==> src/design/mnds_pkg.sv <==
// Shared types and constants for the maximum neighbour difference scan.
package mnds_pkg;

  localparam int SAMPLE_BITS = 24;
  localparam int DIFF_BITS   = SAMPLE_BITS + 1;
  localparam int QUEUE_DEPTH = 4;
  localparam int QUEUE_LVL_W = $clog2(QUEUE_DEPTH + 1);

  localparam logic [1:0] ST_OK       = 2'd0;
  localparam logic [1:0] ST_SINGLE   = 2'd1;
  localparam logic [1:0] ST_OVERFLOW = 2'd2;

  typedef struct packed {
    logic signed [SAMPLE_BITS-1:0] sample_value;
    logic                          row_end;
    logic                          matrix_end;
  } in_item_t;

  typedef struct packed {
    logic signed [SAMPLE_BITS-1:0] value_here;
    logic signed [SAMPLE_BITS-1:0] value_neighbour;
    logic [1:0]                    status;
  } out_item_t;

  typedef struct packed {
    logic signed [SAMPLE_BITS-1:0] here;
    logic signed [SAMPLE_BITS-1:0] left;
    logic signed [SAMPLE_BITS-1:0] up;
    logic [DIFF_BITS-1:0]          diff_left;
    logic [DIFF_BITS-1:0]          diff_up;
    logic                          use_left;
    logic                          use_up;
    logic                          matrix_end;
    logic [1:0]                    status;
  } work_item_t;

endpackage

==> src/design/mnds_back.sv <==
// Back end: keeps the best pair and registers the result item at matrix end.
module mnds_back import mnds_pkg::*; (
  input  logic       clk,
  input  logic       rst_n,
  input  logic       q_not_empty,
  input  work_item_t q_head,
  output logic       q_pop,
  output logic       out_valid,
  input  logic       out_stall,
  output out_item_t  out_item
);

  logic [DIFF_BITS-1:0]          best_diff_r;
  logic signed [SAMPLE_BITS-1:0] best_here_r, best_nb_r;
  logic                          out_valid_r;
  out_item_t                     out_r;

  logic                          upd_l, upd_u;
  logic [DIFF_BITS-1:0]          diff_l, diff_nxt;
  logic signed [SAMPLE_BITS-1:0] here_l, nb_l, here_nxt, nb_nxt;
  out_item_t                     res;

  assign q_pop = q_not_empty && (!q_head.matrix_end || !out_valid_r || !out_stall);

  always_comb begin
    upd_l    = q_head.use_left && (q_head.diff_left >= best_diff_r);
    diff_l   = upd_l ? q_head.diff_left : best_diff_r;
    here_l   = upd_l ? q_head.here : best_here_r;
    nb_l     = upd_l ? q_head.left : best_nb_r;
    upd_u    = q_head.use_up && (q_head.diff_up >= diff_l);
    diff_nxt = upd_u ? q_head.diff_up : diff_l;
    here_nxt = upd_u ? q_head.here : here_l;
    nb_nxt   = upd_u ? q_head.up : nb_l;
    res.status = q_head.status;
    if (q_head.status == ST_OK) begin
      res.value_here      = here_nxt;
      res.value_neighbour = nb_nxt;
    end else begin
      res.value_here      = '0;
      res.value_neighbour = '0;
    end
  end

  always_ff @(posedge clk) begin
    if (!rst_n) begin
      best_diff_r <= '0;
      best_here_r <= '0;
      best_nb_r   <= '0;
      out_valid_r <= 1'b0;
    end else begin
      if (q_pop) begin
        if (q_head.matrix_end) begin
          best_diff_r <= '0;
          best_here_r <= '0;
          best_nb_r   <= '0;
        end else begin
          best_diff_r <= diff_nxt;
          best_here_r <= here_nxt;
          best_nb_r   <= nb_nxt;
        end
      end
      if (q_pop && q_head.matrix_end) begin
        out_valid_r <= 1'b1;
      end else if (!out_stall) begin
        out_valid_r <= 1'b0;
      end
    end
  end

  always_ff @(posedge clk) begin
    if (q_pop && q_head.matrix_end) begin
      out_r <= res;
    end
  end

  assign out_valid = out_valid_r;
  assign out_item  = out_r;

endmodule

==> config.mk <==
export PLATFORM = sky130hd
export DESIGN_NAME = mnds_back
export DESIGN_NICKNAME = d
export VERILOG_FILES = /design/src/design/mnds_pkg.sv /design/src/design/mnds_back.sv
export SDC_FILE = /design/constraint.sdc
export NUM_CORES = 1
export LEC_CHECK = 0
export CORE_ASPECT_RATIO = 0.9
export CORE_UTILIZATION = 40
export DETAILED_ROUTE_END_ITERATION = 16
export DONT_BUFFER_PORTS = 1
export PLACE_DENSITY = 0.58
export REMOVE_ABC_BUFFERS = 1
export SLEW_MARGIN = 20
export SYNTH_ARGS = -nofsm -noshare
export SYNTH_HDL_FRONTEND = slang
export SYNTH_SLANG_ARGS = --single-unit
==> constraint.sdc <==
create_clock -name clk -period 5.85 [get_ports clk]
set_clock_uncertainty 0.15 [all_clocks]
set_input_delay 0.2925 -clock clk [delete_from_list [all_inputs] [get_ports clk]]
set_output_delay 0.2925 -clock clk [all_outputs]
set_load 0.02 [all_outputs]
==> results.json <==
{
  "run_status": "finished, final reports clean",
  "cap_violations": 0,
  "slew_viol_final": 0,
  "fp.coreArea_mm2": 0.0162,
  "setup-violations-final": 0,
  "r2r-start": "best_diff_r[0]",
  "timing.final.hold_violations": 0,
  "cts_tree": "done",
  "synth-seq-area-share_pct": 44.9,
  "clock-sinks": 124,
  "async_reset_ff_share_pct": 0,
  "synth_warnings": 0,
  "setup.worst_path.start_class": "register",
  "power_density_mw_per_mm2": 284,
  "antenna_found_initial": 1,
  "synth_common_cells": "82 x o21ai_0, 74 x dfxtp_1, 67 x nand2_1",
  "grt_usage_pct": 24.4,
  "grt_max_degree": 74,
  "crit_required_ps": 6010,
  "grt_pass1_wl_mm": 32.3,
  "num_vias": 6075,
  "clk_path_buf_depth": 2,
  "path_class": "register to register",
  "syn2layout_area_growth_pct": 30.4,
  "avgSynthCellArea_um2": 9.97,
  "tightest_slew_ps": 1020,
  "peakVddDrop_mv": 0.310,
  "pwr-share-clk_pct": 44.3,
  "post_drt_wl_per_cell_um": 21.6,
  "synth_seq_cells": 124,
  "place_inst": 828,
  "row_count": 44,
  "synthesis.area_mm2": 0.00664,
  "io_pins": 183,
  "internal-power_w": 0.00177,
  "nets": 952,
  "crit_end": "best_nb_r[22]",
  "clock_latency_ps": 420,
  "synth_edf_count": 50,
  "cts.clk_slew.worst_paths_ps": 60,
  "path_max_fanout": 73,
  "p_sw_w": 0.000697,
  "ys_types": 41,
  "hp-class": "input pin to register",
  "vias_per_cell": 6.12,
  "drive_gt1_share_pct": 7.91,
  "drt_iter0_markers": 460,
  "tns_ps": 0,
  "dp_worst_setup_slack_ps": 448,
  "arrival_ps": 5680,
  "dieHeight_um": 124,
  "finalCriticalPeriod_ps": 5520,
  "route.detailed.drc": 0,
  "globalRoute.totalOverflow": 0,
  "cts_root_buffer": "clkbuf_16",
  "worst_slack_ps": 327,
  "power.leakage_nw": 3.22,
  "max_freq_mhz": 181,
  "rr_endpoint": "best_nb_r[22]",
  "grt_pass1_vias": 6409,
  "final_cells": 992,
  "n_fill_cell": 1438,
  "ant_nets": 0,
  "r2r_cells": 17,
  "cts_buffers": 17,
  "synth_cells": 666,
  "port_buffers": 0,
  "hpwl_mm": 11.9,
  "rrSetupSlack_ps": 330,
  "synth_most_common_cell": "o21ai_0",
  "startpoint": "best_diff_r[0]",
  "p_seq_share_pct": 40.2,
  "gp_congestion": 0.834,
  "start_util_pct": 41.0,
  "period_share_pct": 94.4,
  "synth_area_leaders": "edfxtp_1 23%, dfxtp_1 22%, ha_1 9.4%",
  "wl_mm": 21.5,
  "comb_power_share_pct": 15.5,
  "rsz0062_at_grt": "no",
  "synth_top_area_share_pct": 22.6,
  "total_power_w": 0.00246,
  "fin_util_pct": 53.5,
  "drtPass1Iterations": 5,
  "swShare_pct": 28.3,
  "slew_headroom_pct": 32.0,
  "synth_ff_type": "dfxtp_1",
  "min_path_cells": 2,
  "yosysTopAreaCell": "edfxtp_1",
  "crit_path_end_kind": "register",
  "die_area_mm2": 0.0171,
  "h-tree-depth": 4,
  "die_w_um": 138
}
[placed cells by master (no fill, tap or decap), types with 30 or more instances in the layout]
| cell | Yosys | routed |
|---|---|---|
| edfxtp_1 | 50 | 50 |
| dfxtp_1 | 74 | 74 |
| nand3_1 | 30 | 30 |
| dlygate4sd3_1 | 0 | 124 |
| nand2_1 | 67 | 67 |
| inv_1 | 31 | 30 |
| ha_1 | 50 | 50 |
| o21ai_0 | 82 | 81 |
[state kept, by name, summed over array words and instances, names as in the netlist]
name	count
best_diff_r	25
out_item	50
best_nb_r	24
best_here_r	24
out_valid	1
[final cells by class]
| class | count | area, um2 | share of cell area [%] |
|---|---|---|---|
| repair buffers | 136 | 1370 | 15.8 |
| well taps | 207 | 259 | 2.99 |
| diodes | 1 | 2.50 | 0.0289 |
| inverters | 31 | 118 | 1.36 |
| flip-flops and latches | 124 | 2980 | 34.4 |
| clock buffers | 19 | 453 | 5.23 |
| multi-input cells | 461 | 3330 | 38.4 |
| clock inverters | 13 | 153 | 1.76 |
[per-stage QoR]
step / cell area, um2 / hold WS, ps
2_1_floorplan: 6360 / 241
3_3_place_gp: 6700 / 242
3_5_place_dp: 6700 / 242
4_1_cts: 8550 / 0.836
5_1_grt: 8660 / 6.00
6_report: 8660 / 5.57
[worst max-delay path: stages, from the launching register on]
cell	delay, ps
dfxtp_1	360
ha_1	230
nand2b_1	150
a2111oi_2	420
nor4_1	120
o311a_1	420
o21a_4	280
buf_12	140
mux2i_1	200
ha_1	300
and4_1	200
a221o_1	360
a32oi_2	310
nand4_1	280
buf_6	390
and3_1	250
a221o_1	260
dlygate4sd3_1	560
[power by group through the flow]
stage / Sequential (W) / Clock [W] / Combinational, W
global route: 0.000994 / 0.00114 / 0.000420
detailed placement: 0.00101 / 0 / 0.000288
finish: 0.000989 / 0.00109 / 0.000382
CTS: 0.000988 / 0.00110 / 0.000361
floorplan: 0.00100 / 0 / 0.000205
global placement: 0.00100 / 0 / 0.000280
[repair_timing]
item,in CTS,in global routing
setup buffers,0,3
gates resized for setup,0,4
hold buffers,124,0
hold endpoints to repair,99,0
endpoints found under the setup margin,0,37
[per-layer routing]
layer	wire (um)	global-route usage (%)	vias to the layer above
li1	-	-	2771
met1	8910	29.9	2937
met2	9780	39.5	330
met3	2330	7.57	37
met4	442	9.53	0
met5	0	0	-
[how the worst min path moves through the flow]
stage | from | end | slack [ps]
final | q_head[79] | out_item[2] | 6
after global routing | q_head[114] | out_item[37] | 6
after CTS | q_head[79] | out_item[2] | 0.8
after detailed placement | q_head[1] | out_item[1] | 240
after global placement | q_head[0] | out_item[0] | 240
after floorplan | q_head[0] | out_item[0] | 240
[cell families after synthesis]
kind of cell,synth area share [%]
fa+ha+maj,9.42
compound gates,24.9
simple gates,11.0
buf+inv,5.99
mux,3.77
flops,44.9
Note: power is estimated with default switching activity, not from simulation.
