$ cat src/design/mnds_pkg.sv
// Shared types and constants for the maximum neighbour difference scan.
package mnds_pkg;

  localparam int SAMPLE_BITS = 24;
  localparam int DIFF_BITS   = SAMPLE_BITS + 1;
  localparam int QUEUE_DEPTH = 4;
  localparam int QUEUE_LVL_W = $clog2(QUEUE_DEPTH + 1);

  localparam logic [1:0] ST_OK       = 2'd0;
  localparam logic [1:0] ST_SINGLE   = 2'd1;
  localparam logic [1:0] ST_OVERFLOW = 2'd2;

  typedef struct packed {
    logic signed [SAMPLE_BITS-1:0] sample_value;
    logic                          row_end;
    logic                          matrix_end;
  } in_item_t;

  typedef struct packed {
    logic signed [SAMPLE_BITS-1:0] value_here;
    logic signed [SAMPLE_BITS-1:0] value_neighbour;
    logic [1:0]                    status;
  } out_item_t;

  typedef struct packed {
    logic signed [SAMPLE_BITS-1:0] here;
    logic signed [SAMPLE_BITS-1:0] left;
    logic signed [SAMPLE_BITS-1:0] up;
    logic [DIFF_BITS-1:0]          diff_left;
    logic [DIFF_BITS-1:0]          diff_up;
    logic                          use_left;
    logic                          use_up;
    logic                          matrix_end;
    logic [1:0]                    status;
  } work_item_t;

endpackage

$ cat src/design/mnds_queue.sv
// Short queue between the front end and the back end.
module mnds_queue import mnds_pkg::*; (
  input  logic                   clk,
  input  logic                   rst_n,
  input  logic                   push,
  input  work_item_t             push_item,
  input  logic                   pop,
  output logic                   not_empty,
  output work_item_t             head,
  output logic [QUEUE_LVL_W-1:0] level
);

  localparam int PW = $clog2(QUEUE_DEPTH);

  work_item_t              mem [QUEUE_DEPTH];
  logic [PW-1:0]           wr_r, rd_r;
  logic [QUEUE_LVL_W-1:0]  lvl_r;

  assign not_empty = lvl_r != '0;
  assign head      = mem[rd_r];
  assign level     = lvl_r;

  always_ff @(posedge clk) begin
    if (!rst_n) begin
      wr_r  <= '0;
      rd_r  <= '0;
      lvl_r <= '0;
    end else begin
      if (push) begin
        wr_r <= wr_r + PW'(1);
      end
      if (pop) begin
        rd_r <= rd_r + PW'(1);
      end
      if (push && !pop) begin
        lvl_r <= lvl_r + QUEUE_LVL_W'(1);
      end else if (pop && !push) begin
        lvl_r <= lvl_r - QUEUE_LVL_W'(1);
      end
    end
  end

  always_ff @(posedge clk) begin
    if (push) begin
      mem[wr_r] <= push_item;
    end
  end

endmodule

$ cat config.mk
export PLATFORM = sky130hd
export DESIGN_NAME = mnds_queue
export DESIGN_NICKNAME = d
export VERILOG_FILES = /design/src/design/mnds_pkg.sv /design/src/design/mnds_queue.sv
export SDC_FILE = /design/constraint.sdc
export NUM_CORES = 1
export LEC_CHECK = 0
export ABC_CLOCK_PERIOD_IN_PS = 4200
export BUFFER_PORTS_ARGS = -buffer_cell sky130_fd_sc_hd__buf_2
export CORE_ASPECT_RATIO = 1.75
export CORE_MARGIN = 2
export CORE_UTILIZATION = 45
export DETAILED_ROUTE_END_ITERATION = 8
export PLACE_DENSITY = 0.74
export REMOVE_ABC_BUFFERS = 1
export SLEW_MARGIN = 15
export SYNTH_ARGS = -nofsm -noshare
export SYNTH_HDL_FRONTEND = slang
export SYNTH_SLANG_ARGS = --single-unit
$ cat constraint.sdc
create_clock -name clk -period 4.2 [get_ports clk]
set_clock_uncertainty 0.15 [all_clocks]
set_input_delay 0 -clock clk [delete_from_list [all_inputs] [get_ports clk]]
set_output_delay 0 -clock clk [all_outputs]
set_load 0.02 [all_outputs]
==> run metrics, run 1 <==
Synth cell types=20; nets=~1,300; Syn. warnings=0; GRT Overall Usage=0.176; P&R area growth vs syn=25.5%; first-pass GRT wire length=56,600 µm; Period Utilization, post-route=0.659; Clock Path Buffers=3; critical setup path kind=reg -> out; first-pass iteration count of the detailed router=4; CP endpoint kind=primary output; number of global-route vias before repair=9,620; Die Footprint=43,300 µm²; status=finished, final reports clean; Vias=between 8,000 and 9,000; gr ovfl total=0; asr flop ratio synth=0; synth top area cells=edfxtp_1 81%, mux4_2 15%, dfxtp_1 0.96%; crit start category=register; final slew viol count=0; cell with the most instances after synthesis=edfxtp_1; fin area=between 20,000 and 25,000 µm²; drt first-iter violations=~500; Setup WS post-layout=between 1 and 1.5 ns; DRT Wirelength=37,900 µm; Synth top cells by count=508 x edfxtp_1, 127 x mux4_2, 14 x buf_2, 9 x and2_1, 9 x dfxtp_1; worst hold path type=in -> reg; RSZ-0062 raised after global routing=false; setup violators final=0; post-synthesis sequential area ratio=0.824; die span in y=between 200 and 300 µm; Peak VDD IR=0.423 mV; synthesized area per cell=26.6 µm²; fmax=0.361 GHz; post-synthesis cell area=around 19,000 µm²; clock root buffer=clkbuf_16; routability cong.=0.747; Detail Route Antenna Nets=0; Synth area leader=edfxtp_1; num rows=approximately 100; share of the synthesized area in the top cell type=0.814; pre-CTS setup slack=between 1.5 and 2 ns; reg2reg setup slack=1.91 ns; DP HPWL=22,500 µm; Max-Cap Viols=0; H-tree levels=2; I/O Pins=262; initial antenna violation count=6; DR DRC count=0; share of cells above drive strength 1=0.402; worst-margin pin slew=0.874 ns; Slew headroom=0.418; Crit Path Max Fanout=51; core area=roughly 41,000 µm²; CTS buffer count=45; Final Hold Viols=0; clk_lat worst skew=between 0.5 and 0.6 ns; largest net degree at the start of global routing=68; final core occ=0.574; WP data required=4.05 ns; register bit count reported by yosys=between 500 and 600; Via-to-Cell Ratio=5.15; instance area after placement=20,700 µm²; number of enable flip-flop cells after synthesis=just over 500; Mapped Cells=705; Pwr Density=approximately 480 nW/µm²; Chip Width=158 µm; IO buf count=261; fin crit period=roughly 2.8 ns; dominant synthesized flop cell=edfxtp_1; Worst EP arrival=2.62 ns; Reg clk slew, reported paths=~0.060 ns; drt wl/cell=22.1 µm; Clock Sinks=517; CTS tree=built; starting density of the core=0.457; Pleak=7.94 nW
## flip-flops by register name, indices dropped and copies added, names as in the netlist, named ones only
| name | cells |
|---|---|
| rd_r | 2 |
| level | 3 |
| wr_r | 2 |
| mem | 508 |
## cells by family after synthesis
kind of cell | share of synthesized area
adders and majority gates | 0.00441
muxes | 0.154
and+or+nand+nor | 0.00454
AOI/OAI and AO/OA | 0.000668
xor gates and xnor gates | 0.00234
buffers and inverters | 0.0104
DFF | 0.824
## final timing paths
kind | from | to | cells past startpoint
max | register | head[38] | 3
max reg2reg | wr_r[0] | mem[0][94] | 4
min reg2reg | level[2] | level[2] | 2
min | push_item[75] | mem[2][75] | 2
## cell type report
class	instances	area, µm²
sequential	517	15400
clock inverter	28	243
timing repair buffer	404	2800
tap	550	688
antenna	3	7.51
clock buffer	55	1210
multi-input combinational	156	3110
inverter	4	15.0
fill	2998	17400
## through the flow
stage                     instances  setup TNS (ns)  power (W)  hold slack [ns]
after global routing           1717               0     0.0118           0.0400
after global placement         1500               0    0.00734           0.0595
after detailed placement       1500               0    0.00737           0.0658
after CTS                      1714               0     0.0115           0.0270
after floorplan                 677         -249.36    0.00693          -0.0511
final                          1717               0     0.0114           0.0585
## cells in the final DEF, fill, tap and decap left out
master         instances
and2_1                 5
a21boi_0               1
clkinvlp_4             2
inv_6                  1
clkbuf_16             47
buf_2                261
mux2i_1                2
fa_1                   1
edfxtp_1             508
dlygate4sd3_1        131
buf_4                  5
xor2_1                 3
ha_1                   5
nand2_1                1
dfxtp_4                2
clkinv_4               1
inv_8                  1
xnor2_1                2
clkinv_2               6
mux4_2               127
clkbuf_1               8
o21ai_0                1
bufinv_16              4
inv_1                  4
diode_2                3
dfxtp_1                7
clkinv_1              13
nor2b_1                2
buf_12                 7
and2_4                 4
or3_1                  2
## power by group
group | switching (W) | internal, W
sequential | 0.0000921 | 0.00593
combinational | 0.000749 | 0.000570
clock | 0.00175 | 0.00230
## metal layers
metal  global-route usage  share of wire  up-vias
li1                     -              -     3890
met1                0.210           0.38     4590
met2                0.311           0.54      274
met3               0.0300          0.041       77
met4               0.0768          0.041        8
met5                    0         0.0015        -
## critical path, stage by stage (launching register included)
cell and delay, ns:
dfxtp_4 0.77, buf_12 0.44, mux4_2 0.59, buf_2 0.18
## repair_timing
item,CTS,global route
hold endpoints to repair,536,0
hold buffers,131,0
gates resized for setup,0,0
buffers inserted,0,0
(Power assumes the default switching activity.)
==> inputs of run 2 (changes only) <==
--- a/config.mk
+++ b/config.mk
@@ -5,7 +5,7 @@
 export SDC_FILE = /design/constraint.sdc
 export NUM_CORES = 1
 export LEC_CHECK = 0
-export ABC_CLOCK_PERIOD_IN_PS = 4200
+export ABC_CLOCK_PERIOD_IN_PS = 2300
 export BUFFER_PORTS_ARGS = -buffer_cell sky130_fd_sc_hd__buf_2
 export CORE_ASPECT_RATIO = 1.75
 export CORE_MARGIN = 2
==> constraint.sdc (replaced) <==
create_clock -name clk -period 2.3 [get_ports clk]
set_clock_uncertainty 0.15 [all_clocks]
set_input_delay 0 -clock clk [delete_from_list [all_inputs] [get_ports clk]]
set_output_delay 0 -clock clk [all_outputs]
set_load 0.02 [all_outputs]
==> run 2 against run 1 <==
Compared with the run above:
- hold slack worse by 0.010 ns
- total power is 82% higher
- clock power rose by 76%
- via count increased by 2.1%
- worst setup slack lost 1.3 ns
- final cell count rose by 1.8%
- critical endpoint is now head[35]
==> run metrics, run 2 (synthesized netlist as in run 1, its figures left out) <==
routability cong.=about 0.74; worst-margin pin slew=0.489 ns; first-pass GRT wire length=58,400 µm; GRT Overall Usage=0.183; Worst EP arrival=~2 ns; Pleak=8.15 nW; CP cell instances=buf_12 -> buf_16 -> mux4_2 -> buf_2; leading cell type in the layout, fill and taps excluded=edfxtp_1; Die Footprint=43,300 µm²; nets=approximately 1,300; Reg clk slew, reported paths=0.07 ns; first-pass iteration count of the detailed router=4; Clock Sinks=517; starting density of the core=0.457; num rows=98; final core occ=0.584; crit start category=register; critical setup path kind=reg -> out; DR DRC count=0; Vias=between 9,000 and 10,000; drt first-iter violations=596; worst reg2reg path startpoint=wr_r[0]; number of global-route vias before repair=a little under 10,000; Most Crowded Layer GR=met2; IO buf count=261; met3 Usage GRT=0.0313; Crit Path Max Fanout=14; CP max stage cell=mux4_2; CTS tree=built; gr ovfl total=0; most frequent cells in the layout=508 x edfxtp_1, 259 x buf_2, 132 x dlygate4sd3_1; Final Hold Viols=0; CTS buffer count=46; Period Utilization, post-route=0.962; status=finished, final reports clean; hold path start=push_item[0]; clk_lat worst skew=0.54 ns; max reg flops=508; met1 usage=0.209; Max-Cap Viols=0; RSZ-0062 raised after global routing=true; largest net degree at the start of global routing=58; initial antenna violation count=6; DRT Wirelength=39,600 µm; CP endpoint kind=primary output; hold_ws=roughly 0.048 ns; H-tree levels=2; I/O Pins=~260; fmax=about 0.45 GHz; global routing usage on met2=0.332; fin crit period=between 2 and 2.5 ns; Top reg by flops=mem; Chip Width=between 150 and 200 µm; Pwr Density=around 860 nW/µm²; WP data required=roughly 2.2 ns; die span in y=274 µm; clock root buffer=clkbuf_16; P&R area growth vs syn=27.7%; drt wl/cell=between 20 and 25 µm; core area=41,000 µm²; final slew viol count=0; worst hold path type=in -> reg; Slew headroom=0.674; setup_tns=0 ns; Crit path largest cell delay=approximately 0.52 ns; Via-to-Cell Ratio=5.16; share of cells above drive strength 1=0.421; DP HPWL=between 20,000 and 25,000 µm; Peak VDD IR=0.727 mV; Detail Route Antenna Nets=0; setup violators final=0; Clock Path Buffers=3
## run 2: cell types whose count changed in the layout (fill, tap and decap cells not counted), sizes merged
| cell | before | now |
|---|---|---|
| clkbuf | 55 | 59 |
| bufinv | 4 | 1 |
| buf | 273 | 306 |
| dlygate4sd3 | 131 | 132 |
| diode | 3 | 2 |
| clkinv | 20 | 17 |
## run 2: final cells by class
class,count,area [µm²]
Antenna cell,2,5.00
Clock buffer,59,1230
Clock inverter,22,153
Fill cell,2900,17000
Inverter,4,15.0
Multi-Input combinational cell,156,3110
Sequential cell,517,15400
Tap cell,550,688
Timing Repair Buffer,438,3280
## run 2: where the power goes
group          switching, W  internal, W
Sequential         0.000126       0.0108
Combinational       0.00145      0.00116
Clock               0.00320      0.00391
## run 2: routing by layer
metal  part of all wire  up-vias
li1                   -     3965
met1               0.36     4707
met2               0.55      262
met3              0.042       86
met4              0.042        8
met5             0.0014        -
## run 2: final timing paths
kind	to	slack [ns]	depth (start not counted)
max reg2reg	mem[3][119]	0.48	3
min	mem[1][0]	0.05	2
min reg2reg	level[2]	0.43	2
max	head[35]	0.09	4
## run 2: repair_timing
item,4_1_cts,5_1_grt
setup endpoints to repair,101,26
setup buffers,1,3
endpoints found under the hold margin,555,0
resized for setup,0,7
hold buffers,132,0
## run 2: per-stage QoR
stage          power, W  cells  setup slack [ns]  area [µm²]
2_1_floorplan    0.0127    677             -3.86       18600
6_report         0.0207   1748            0.0878       23900
5_1_grt          0.0213   1748          -0.00565       23900
3_3_place_gp     0.0135   1529             0.500       21100
4_1_cts          0.0208   1743            0.0109       23900
3_5_place_dp     0.0136   1529             0.480       21100
## run 2: worst max-delay path: cells and delay by family, from the launching register on
family,cells,cell delay (ns)
buffers and inverters,3,0.54
muxes,1,0.52
DFF,1,0.43
==> inputs of run 3 (changes only) <==
--- a/config.mk
+++ b/config.mk
@@ -7,7 +7,7 @@
 export LEC_CHECK = 0
 export ABC_CLOCK_PERIOD_IN_PS = 2300
 export BUFFER_PORTS_ARGS = -buffer_cell sky130_fd_sc_hd__buf_2
-export CORE_ASPECT_RATIO = 1.75
+export CORE_ASPECT_RATIO = 0.9
 export CORE_MARGIN = 2
 export CORE_UTILIZATION = 45
 export DETAILED_ROUTE_END_ITERATION = 8
==> constraint.sdc (replaced) <==
create_clock -name clk -period 2.3 [get_ports clk]
set_clock_uncertainty 0.15 [all_clocks]
set_input_delay 0.23 -clock clk [delete_from_list [all_inputs] [get_ports clk]]
set_output_delay 0.23 -clock clk [all_outputs]
set_load 0.02 [all_outputs]
==> run 3 against run 2 <==
Compared with the run above:
- the run now ends with setup timing left
- worst setup slack worse by 0.22 ns
- utilization up 2.6 points
- global-route usage down 0.090 points
- largest power group unchanged
- highest routed layer is now met4
==> run metrics, run 3 (synthesized netlist as in run 1, its figures left out) <==
Slew headroom=0.711; Net Sw Frac=0.226; share of cells above drive strength 1=0.423; Chip Width=219 µm; initial antenna violation count=3; Peak VDD IR=0.750 mV; core area=40,800 µm²; Max-Cap Viols=0; CTS buffer count=50; fin crit period=2.43 ns; critical setup path kind=reg -> out; hold_ws=0.247 ns; DRT Wirelength=39,500 µm; sequential power share=0.492; status=finished, violations left; fmax=between 0.4 and 0.5 GHz; reg2reg setup slack=0.51 ns; Reg2Reg Depth=4; die span in y=198 µm; P_sw=0.00502 W; clock root buffer=clkbuf_16; Pleak=8.53 nW; worst hold path type=in -> reg; Detail Route Antenna Nets=0; worst-margin pin slew=between 0.4 and 0.5 ns; starting density of the core=0.459; routability cong.=0.716; IO buf count=~260; gr ovfl total=0; pre-CTS setup slack=0.357 ns; failing checks=setup timing; CTS tree=built; Clk pwr share=0.372; H-tree levels=2; Pwr Density=893 nW/µm²; Reg clk slew, reported paths=approximately 0.060 ns; Vias=around 9,000; instance area after placement=21,000 µm²; drt wl/cell=22.5 µm; Worst EP arrival=2.05 ns; Via-to-Cell Ratio=5.23; Crit Path Max Fanout=10; leading cell type in the layout, fill and taps excluded=edfxtp_1; first-pass iteration count of the detailed router=4; GRT Overall Usage=0.182; Int Pwr=around 0.017 W; RSZ-0062 raised after global routing=true; setup violators final=126; largest net degree at the start of global routing=67; Final Hold Viols=0; Clock Path Buffers=3; drt first-iter violations=521; DP HPWL=21,900 µm; first-pass GRT wire length=58,300 µm; P&R area growth vs syn=33.0%; clk_lat worst skew=0.57 ns; worst reg2reg path startpoint=wr_r[0]; most frequent cells in the layout=508 x edfxtp_1, 179 x buf_2, 131 x dlygate4sd3_1; WP data required=1.92 ns; Top reg by flops=mem; Die Footprint=43,300 µm²; number of global-route vias before repair=9,991; total power=roughly 0.022 W; max reg flops=508; Logic pwr share=0.137; RR Endpoint=mem[2][22]; DR DRC count=0; crit start category=register; Clock Sinks=517; Period Utilization, post-route=1.06; Setup WS post-layout=-0.132 ns; CP endpoint kind=primary output; fin area=~25,000 µm²; final slew viol count=0; Critical Path Sink=head[123]; nets=1,305; num rows=70; I/O Pins=262
-- run 3: critical path, stage by stage (launching register included) --
cell	delay (ns)
dfxtp_4	0.37
buf_12	0.18
buf_12	0.14
buf_16	0.11
mux4_2	0.50
buf_6	0.15
-- run 3: metrics by stage --
step                      instances  setup TNS [ns]  utilization
after floorplan                 677        -1433.01            -
after global placement         1510               0        0.515
final                          1754          -10.42        0.611
after CTS                      1745          -16.95        0.599
after global routing           1753          -20.16        0.611
after detailed placement       1510               0        0.515
-- run 3: worst min-delay path by stage --
stage / startpoint / endpoint / slack [ns] / depth (start not counted)
floorplan: push_item[0] / mem[0][0] / 0.18 / 0
global placement: push_item[97] / mem[3][97] / 0.29 / 1
detailed placement: push_item[95] / mem[0][95] / 0.30 / 1
CTS: push_item[14] / mem[0][14] / 0.20 / 2
global route: push_item[71] / mem[1][71] / 0.23 / 2
finish: push_item[114] / mem[1][114] / 0.25 / 2
-- run 3: what timing repair did --
action                                  CTS  global route
resized for setup                        75           107
endpoints found under the setup margin  126           127
hold endpoints to repair                517             0
cloned                                    5             5
hold buffers                            131             0
buffers inserted                          5             0
-- run 3: power groups by stage --
stage / clock [W] / combinational (W) / sequential [W]
after floorplan: 0 / 0.00135 / 0.0113
after global placement: 0 / 0.00233 / 0.0111
after detailed placement: 0 / 0.00236 / 0.0111
after CTS: 0.00844 / 0.00281 / 0.0109
after global routing: 0.00877 / 0.00322 / 0.0110
final: 0.00827 / 0.00304 / 0.0109
-- run 3: routing by layer --
layer | vias up | routed length [µm] | track usage
li1 | 3999 | - | -
met1 | 4782 | 16000 | 0.234
met2 | 325 | 19800 | 0.309
met3 | 62 | 2750 | 0.0443
met4 | 0 | 906 | 0.0541
met5 | - | 0 | 0
-- run 3: final cells by class --
type                            count  area (µm²)
Fill cell                        2794       15900
Sequential cell                   517       15400
Timing Repair Buffer              439        3990
Multi-Input combinational cell    156        3110
Clock buffer                       66        1340
Tap cell                          540         676
Clock inverter                     28         334
Inverter                            4        15.0
Antenna cell                        4        10.0
